File: config.mk
export PLATFORM = sky130hd
export DESIGN_NAME = asbd_ctrl
export DESIGN_NICKNAME = d
export VERILOG_FILES = /design/src/sv/asbd_pkg.sv /design/src/sv/asbd_ctrl.sv
export SDC_FILE = /design/constraint.sdc
export NUM_CORES = 1
export LEC_CHECK = 0
export BUFFER_PORTS_ARGS = -buffer_cell sky130_fd_sc_hd__buf_2
export CAP_MARGIN = 20
export CORE_MARGIN = 2
export CORE_UTILIZATION = 50
export DETAILED_ROUTE_END_ITERATION = 6
export PLACE_DENSITY = 0.87
export SYNTH_ARGS = -nofsm -noshare
export SYNTH_HDL_FRONTEND = slang
export SYNTH_SLANG_ARGS = --single-unit
File: constraint.sdc
create_clock -name clock -period 3.4 [get_ports clock]
set_input_delay 0.51 -clock clock [delete_from_list [all_inputs] [get_ports clock]]
set_output_delay 0.51 -clock clock [all_outputs]
set_load 0.005 [all_outputs]
File: src/sv/asbd_pkg.sv
`timescale 1ns / 1ps
// ----------------------------------------------------------------------------
// asbd_pkg
// Shared constants, codes and interface types of the audio stream buffer.
// ----------------------------------------------------------------------------
package asbd_pkg;

   // Stream buffer depth in bytes and the index width it implies.
   localparam int unsigned BUF_BYTES = 65536;
   localparam int unsigned POS_W     = $clog2(BUF_BYTES);

   // Buffer size as seen on the register bus.
   localparam logic [31:0] BUF_BYTES_W = 32'(BUF_BYTES);

   typedef logic [POS_W-1:0] pos_type;

   // Last valid read position; the read pointer wraps after it.
   localparam pos_type POS_LAST = POS_W'(BUF_BYTES - 1);

   typedef enum logic [1:0] {
      KIND_REG_READ  = 2'd0,
      KIND_REG_WRITE = 2'd1,
      KIND_BUF_WRITE = 2'd2,
      KIND_PULL      = 2'd3
   } kind_type;

   typedef enum logic [2:0] {
      BANK_FREQ     = 3'd0,
      BANK_CHANNELS = 3'd1,
      BANK_SAMPLES  = 3'd2,
      BANK_SIZE     = 3'd3,
      BANK_INIT     = 3'd4,
      BANK_COUNT    = 3'd5
   } bank_addr_type;

   // Access to the stream memory for one word.
   typedef struct packed {
      logic        rd_en;
      pos_type     rd_addr;
      logic        wr_en;
      pos_type     wr_addr;
      logic [7:0]  wr_data;
   } mem_req_type;

   // Result fields known at accept time; the sample byte follows from memory.
   typedef struct packed {
      logic [31:0] read_data;
      logic        sample_valid;
      logic        start_playback;
      logic        last;
   } rsp_meta_type;

endpackage

File: src/sv/asbd_ctrl.sv
`timescale 1ns / 1ps
// ----------------------------------------------------------------------------
// asbd_ctrl
// Register bank, playback pointer and fill count; issues memory accesses.
// ----------------------------------------------------------------------------
module asbd_ctrl (
   input  logic                   clock,
   input  logic                   reset,
   input  logic                   accept,
   input  logic [1:0]             req_kind,
   input  logic [2:0]             req_bank_addr,
   input  logic [15:0]            req_buf_offset,
   input  logic [31:0]            req_write_data,
   input  logic                   req_request_last,
   output asbd_pkg::mem_req_type  mem_req,
   output asbd_pkg::rsp_meta_type meta
);

   logic [31:0]       freq_ff,     freq_in;
   logic [31:0]       channels_ff, channels_in;
   logic [31:0]       samples_ff,  samples_in;
   logic [31:0]       fill_count_ff, fill_count_in;
   asbd_pkg::pos_type read_position_ff, read_position_in;
   logic              playing_ff, playing_in;

   asbd_pkg::kind_type      kind;
   asbd_pkg::bank_addr_type idx;
   logic [31:0]             cnt_clamp;
   logic                    take;
   asbd_pkg::pos_type       pos_next;

   always_ff @(posedge clock) begin
      if (reset) begin
         freq_ff          <= '0;
         channels_ff      <= '0;
         samples_ff       <= '0;
         fill_count_ff    <= '0;
         read_position_ff <= '0;
         playing_ff       <= 1'b0;
      end else begin
         freq_ff          <= freq_in;
         channels_ff      <= channels_in;
         samples_ff       <= samples_in;
         fill_count_ff    <= fill_count_in;
         read_position_ff <= read_position_in;
         playing_ff       <= playing_in;
      end
   end

   always_comb begin
      kind      = asbd_pkg::kind_type'(req_kind);
      idx       = asbd_pkg::bank_addr_type'(req_bank_addr);
      // Clamp the count to the buffer size before a pull.
      cnt_clamp = (fill_count_ff > asbd_pkg::BUF_BYTES_W) ? asbd_pkg::BUF_BYTES_W
                                                          : fill_count_ff;
      take      = playing_ff && (cnt_clamp != '0);
      pos_next  = (read_position_ff == asbd_pkg::POS_LAST) ? '0
                                                           : read_position_ff + 1'b1;

      freq_in          = freq_ff;
      channels_in      = channels_ff;
      samples_in       = samples_ff;
      fill_count_in    = fill_count_ff;
      read_position_in = read_position_ff;
      playing_in       = playing_ff;

      mem_req.rd_en   = 1'b0;
      mem_req.rd_addr = read_position_ff;
      mem_req.wr_en   = 1'b0;
      mem_req.wr_addr = asbd_pkg::POS_W'(req_buf_offset);
      mem_req.wr_data = req_write_data[7:0];

      meta = '0;

      unique case (kind) inside
         asbd_pkg::KIND_REG_READ, asbd_pkg::KIND_REG_WRITE: begin
            if (idx == asbd_pkg::BANK_INIT) begin
               meta.start_playback = 1'b1;
               if (accept) begin
                  playing_in = 1'b1;
               end
            end
            if (kind == asbd_pkg::KIND_REG_READ) begin
               unique case (idx)
                  asbd_pkg::BANK_FREQ:     meta.read_data = freq_ff;
                  asbd_pkg::BANK_CHANNELS: meta.read_data = channels_ff;
                  asbd_pkg::BANK_SAMPLES:  meta.read_data = samples_ff;
                  asbd_pkg::BANK_SIZE:     meta.read_data = asbd_pkg::BUF_BYTES_W;
                  asbd_pkg::BANK_COUNT:    meta.read_data = fill_count_ff;
                  default:                 meta.read_data = '0;
               endcase
            end else if (accept) begin
               unique case (idx)
                  asbd_pkg::BANK_FREQ:     freq_in       = req_write_data;
                  asbd_pkg::BANK_CHANNELS: channels_in   = req_write_data;
                  asbd_pkg::BANK_SAMPLES:  samples_in    = req_write_data;
                  asbd_pkg::BANK_COUNT:    fill_count_in = req_write_data;
                  default:                 ;
               endcase
            end
         end
         asbd_pkg::KIND_BUF_WRITE: begin
            // Drop writes beyond the end of the buffer.
            mem_req.wr_en = accept && (32'(req_buf_offset) < asbd_pkg::BUF_BYTES_W);
         end
         asbd_pkg::KIND_PULL: begin
            meta.last = req_request_last;
            if (playing_ff) begin
               meta.sample_valid = take;
               if (accept) begin
                  mem_req.rd_en = take;
                  fill_count_in = cnt_clamp - 32'(take);
                  if (take) begin
                     read_position_in = pos_next;
                  end
               end
            end
         end
         default: ;
      endcase
   end

`ifndef NO_ASSERTIONS
   a_read_needs_playing: assert property (@(posedge clock) disable iff (reset)
      mem_req.rd_en |-> playing_ff)
      else $error("buffer read issued while not playing");

   a_count_after_take: assert property (@(posedge clock) disable iff (reset)
      mem_req.rd_en |=> (fill_count_ff < asbd_pkg::BUF_BYTES_W))
      else $error("fill count not below buffer size after a pull");

   a_init_starts: assert property (@(posedge clock) disable iff (reset)
      (accept && meta.start_playback) |=> playing_ff)
      else $error("init access did not start playback");
`endif

endmodule
Yosys cells after proc, flatten, opt, wreduce, memory -nomap -nowiden
Index checks and enable logic that the tools add are counted. Widths: inputs -> output; s select.

$add $sub $neg: 2. $mul: 0. Div/mod/pow operators: 0. Magnitude comparators: 1. Eq/ne operators: 14. Shift-type cells: 0. Mux-type cells: 20. Bitwise operators: 1. Reduce and logical (&&, ||, !) cells: 12.

Operators with widths (number): $mux 32 (8); $pmux 32 s5 (1); $pmux 32 s2 (1); $gt 32x17->1 const B (1); $reduce_bool 32->1 (1); $sub 32x1->32 (1); $add 16x1->16 const B (1); $eq 16x16->1 const B (1); $mux 16 (1); $reduce_and 4->1 (4); $mux 1 (9); $ne 2x2->1 const B (4); $eq 3x2->1 const B (2); $eq 3x3->1 const B (2); $reduce_and 6->1 (1); $eq 2x2->1 const B (2); $eq 3x1->1 const B (1); $logic_not 3->1 (1); $reduce_and 3->1 (1); $eq 2x1->1 const B (1); $logic_not 2->1 (1); $ne 2x1->1 const B (1); $reduce_bool 2->1 (1); $reduce_or 2->1 (1); 2 further kinds (2).

Register bits after elaboration: 145. Latch bits: 0. Memory bits (writable): 0. Memory bits (read-only): 0. Input bits: 57. Logic and storage cells: 56. Memories kept: 0.

Depth between registers and ports, before layout
Depth after elaboration: 8. Depth in mapped cells: 15.

Worst setup path before layout
OpenSTA, ideal clock, no wires.

Kind: register -> register. Start point: register fill_count_ff[2]. End point: register fill_count_ff[7]. Library setup time: 0.079 ns. Arrival time: 3.371 ns. Data required time: 3.321 ns. Path slack: -0.050 ns. Stages on the path, launching flop included: 16. Buffers on the path: 3. Cells stage by stage: dfxtp_1 -> buf_2 -> or3_1 -> or4_4 -> o21a_4 -> nor2_4 -> buf_6 -> nand2_1 -> ha_1 -> clkbuf_1 -> nor3b_1 -> and2_1 -> nand2_1 -> nor2_1 -> a311o_1 -> a211oi_2.

Cells in the longest elaborated chain, start to end: 8.

Ends and longest elaborated chain: start, declared (line asbd_ctrl.sv:22) `logic [31:0] fill_count_ff, fill_count_in;`; start signal, assigned (line asbd_ctrl.sv:44) `fill_count_ff <= fill_count_in;`; $gt 32x17->1 (line asbd_ctrl.sv:54) `cnt_clamp = (fill_count_ff > asbd_pkg::BUF_BYTES_W) ? asbd_pkg::BUF_BYTES_W`; $mux 32 (*) (line asbd_ctrl.sv:54); $reduce_bool 32->1 (line asbd_ctrl.sv:56) `take = playing_ff && (cnt_clamp != '0);`; $logic_and 1x1->1 (line asbd_ctrl.sv:56); $sub 32x1->32 (*) (line asbd_ctrl.sv:112) `fill_count_in = cnt_clamp - 32'(take);`; $mux 32 (*) (line asbd_ctrl.sv:110) `if (accept) begin`; $mux 32 (*) (line asbd_ctrl.sv:108) `if (playing_ff) begin`; $pmux 32 s2 (*) (line asbd_ctrl.sv:75) `unique case (kind) inside`.

Every way passes the cells marked *; elsewhere a longest branch is shown, timed or not. The select of a mux whose other input is x is not followed. A chain may end at the register's enable or synchronous reset.

Worst setup path after layout
Start point: register fill_count_ff[11]. End point: register fill_count_ff[7].

The elaborated chain is that of the path after synthesis.

==> key figures <==
Outcome
  • Outcome: finished clean

Worst setup path
  • Reg2reg setup slack: 0.14 ns
  • Top fanout value on the critical path: 8
  • Cell Chain, Critical Path: or4_1 -> or4_4 -> o21a_4 -> nor2_4 -> nand2_1 -> ha_2 -> nor3b_1 -> and2_1 -> nand2_1 -> nor2_1 -> a311o_1 -> a211oi_2
  • R2R Path End: fill_count_ff[7]
  • CP Data Required Time: 3.74 ns
  • Critical path buffers and inverters: 0
  • Worst stage delay on the critical path: 0.57 ns
  • Critical path arrival: 3.60 ns
  • Slowest cell on the critical path: or4_1
  • Startpoint types: register
  • Worst R2R Start: fill_count_ff[11]
  • Crit. End Element: register
  • R2R depth: 12
  • Setup CP Type: register to register
  • CP dominant cell by count: nand2_1
  • Delay-heaviest family, CP: simple AND/OR/NAND/NOR gates

Detailed routing
  • Routed Antenna Nets: 0
  • Routed wire length: about 21 mm
  • DRC: 0
  • Vias per cell: 6.07
  • Drt wl/cell: 17.9 µm
  • DRT Pass-1 Iters: 7
  • Initial drt markers: about 780
  • Via Count: 7273

Finish
  • # fillers: 1212
  • Final core utilization: between 60% and 70%
  • Layout cell share with drive strength beyond 1: 19.4%
  • Antenna cells: 0
  • Commonest non-fill, non-tap cell in the layout: nand2_1
  • Nets: 1065
  • Commonest cells after routing, fill and taps aside: nand2_1, a21oi_1, dfxtp_1
  • Area Overhead vs Synth: 17.5%

GRT
  • Congestion Overflow GR: 0
  • Initial antenna violation count: 0
  • Total GRT Usage: 28.9%
  • First-pass GRT wire length: 34.6 mm
  • Largest net degree at the start of global routing: 69
  • Vias in the first global route: 6825

Yosys
  • Yosys top cell by area: dfxtp_1
  • FFs w/ async S/R, synth: 0%
  • Mapped Nets: 1002
  • Synth warnings: 0
  • Number of flops mapped to enable cells by yosys: 0
  • Seq/Total Area, Yosys: 40.9%
  • Avg Inst Size Synth: 7.54 µm²
  • Post-synthesis cell count: 942
  • Post-Syn Area: 7100 µm²
  • Post-synth top flop: dfxtp_1
  • Yosys top cell area share: 40.9%
  • Synth cell types: 63
  • #FFs+latches synth: 145
  • Main area contributors after synthesis: dfxtp_1, nand2_1, a21oi_1

STA
  • Peak Freq: 307 MHz
  • RSZ-0062 raised after global routing: no
  • Final Setup Violations: 0
  • Setup tns final: 0 ns
  • Period utilization: 95.9%
  • Final hold slack: 0.358 ns
  • Pins Over Slew Limit: 0
  • Relative slew slack: 48.0%
  • Min Tclk post-route: 3.26 ns
  • Worst-Margin Slew: just under 0.8 ns
  • Worst Skew: slightly above 0.006 ns
  • Fin. Hold Viols: 0

Clocking
  • Root buffer selected by CTS: clkbuf_16
  • TritonCTS clock tree: built
  • CTS Sinks: 145
  • Clock tree buffer depth: 2
  • Clk slew on worst S/H paths: 0.06 ns
  • Clock latency on the worst-skew pair: 0.42 ns
  • H-tree depth: 4
  • TritonCTS buffer count: 17

Power
  • Worst vdd ir: 0.489 mV
  • Lkg Pwr: 2.96 nW
  • PwrDens: 483 nW/µm²

Run
  • Max-cap viol count: 0

Min path
  • Hold Path Class: input port to register
  • Min-delay src: req_write_data[20]
  • WHS Endpoint: channels_ff[20]
  • Min-Delay Path Depth: 3

Placed design
  • Gpl congestion: 0.999
  • Input/output buffers: between 100 and 150
  • Post-DP HPWL: 14.4 mm

Die
  • Die X: 123 µm
  • Starting Density: 51.2%
  • Core area: 13900 µm²
  • Total die area: 15200 µm²
  • Die height: 123 µm
  • Site row count: 43
  • # IOs: 134
[synthesized netlist by cell type (all sizes together), types with 6 or more instances]
master and instances:
nor4 9, a21oi 155, xnor2 13, and2 6, a211oi 9, nand2 241, buf 29, a22oi 63
nand2b 6, nand4 7, dfxtp 145, nor4b 6, a31oi 11, clkbuf 66, o21ai 23, or3 7
o211ai 7, nor2 53, nand3 16, nor3 17
[state kept, by name, summed over array words and instances, names as in the netlist]
name and flops:
channels_ff 32, fill_count_ff 32, freq_ff 32, playing_ff 1, read_position_ff 16, samples_ff 32
[per-layer routing]
metal	share of wire [%]	global-route usage (%)
met1	44	38.5
met2	47	45.4
met3	7.8	7.52
met4	2.0	10.0
met5	0	0
[cell type report]
class | count | area [µm²] | share of cell area [%]
multi-input cells | 697 | 3760 | 45.0
clock buffers | 20 | 457 | 5.47
flip-flops and latches | 145 | 2900 | 34.8
repair buffers | 139 | 806 | 9.65
well taps | 180 | 225 | 2.70
clock inverters | 12 | 179 | 2.14
inverters | 5 | 18.8 | 0.225
[worst register-to-register path: stages, from the launching register on]
cell	delay (ns)
dfxtp_2	0.31
or4_1	0.57
or4_4	0.57
o21a_4	0.27
nor2_4	0.11
nand2_1	0.06
ha_2	0.24
nor3b_1	0.17
and2_1	0.17
nand2_1	0.11
nor2_1	0.05
a311o_1	0.35
a211oi_2	0.20
[how the worst max path moves through the flow]
stage / start / to / slack [ns] / depth (start not counted)
3_5_place_dp: fill_count_ff[11] / fill_count_ff[24] / 0.1 / 11
4_1_cts: fill_count_ff[11] / fill_count_ff[24] / 0.09 / 11
6_report: fill_count_ff[11] / fill_count_ff[7] / 0.14 / 12
2_1_floorplan: fill_count_ff[11] / fill_count_ff[7] / 0.008 / 14
3_3_place_gp: fill_count_ff[11] / fill_count_ff[24] / 0.16 / 11
5_1_grt: fill_count_ff[11] / fill_count_ff[11] / 0.02 / 11
[timing repair]
action,in CTS,in global routing
setup buffers,0,0
hold buffers,0,0
endpoints found under the setup margin,0,16
endpoints found under the hold margin,0,0
resized for setup,0,2
[metrics by stage]
stage          total power, W  area, µm²  worst slack, ns  instances
2_1_floorplan         0.00195       7120          0.00840        942
6_report              0.00403       8350            0.138       1198
4_1_cts               0.00404       8340           0.0906       1198
3_3_place_gp          0.00205       7710            0.164       1166
5_1_grt               0.00416       8350           0.0173       1198
3_5_place_dp          0.00205       7710           0.0968       1166
[cell families (layout without fill, tap and decap cells)]
| group | after synthesis | count (layout) | share of synthesized area (%) |
|---|---|---|---|
| compound gates | 294 | 294 | 25.9 |
| xor+xnor | 13 | 13 | 1.60 |
| buf+inv | 100 | 176 | 6.76 |
| fa+ha+maj | 3 | 3 | 0.529 |
| mux | 1 | 1 | 0.141 |
| flops | 145 | 145 | 40.9 |
| simple gates | 386 | 386 | 24.2 |
[power breakdown]
part	switching, W	leakage, nW	internal [W]
Combinational	0.000216	1.49	0.0000878
Sequential	0.00000863	1.17	0.00171
Clock	0.000738	0.303	0.00127
Power figures use the tool's default switching activity.
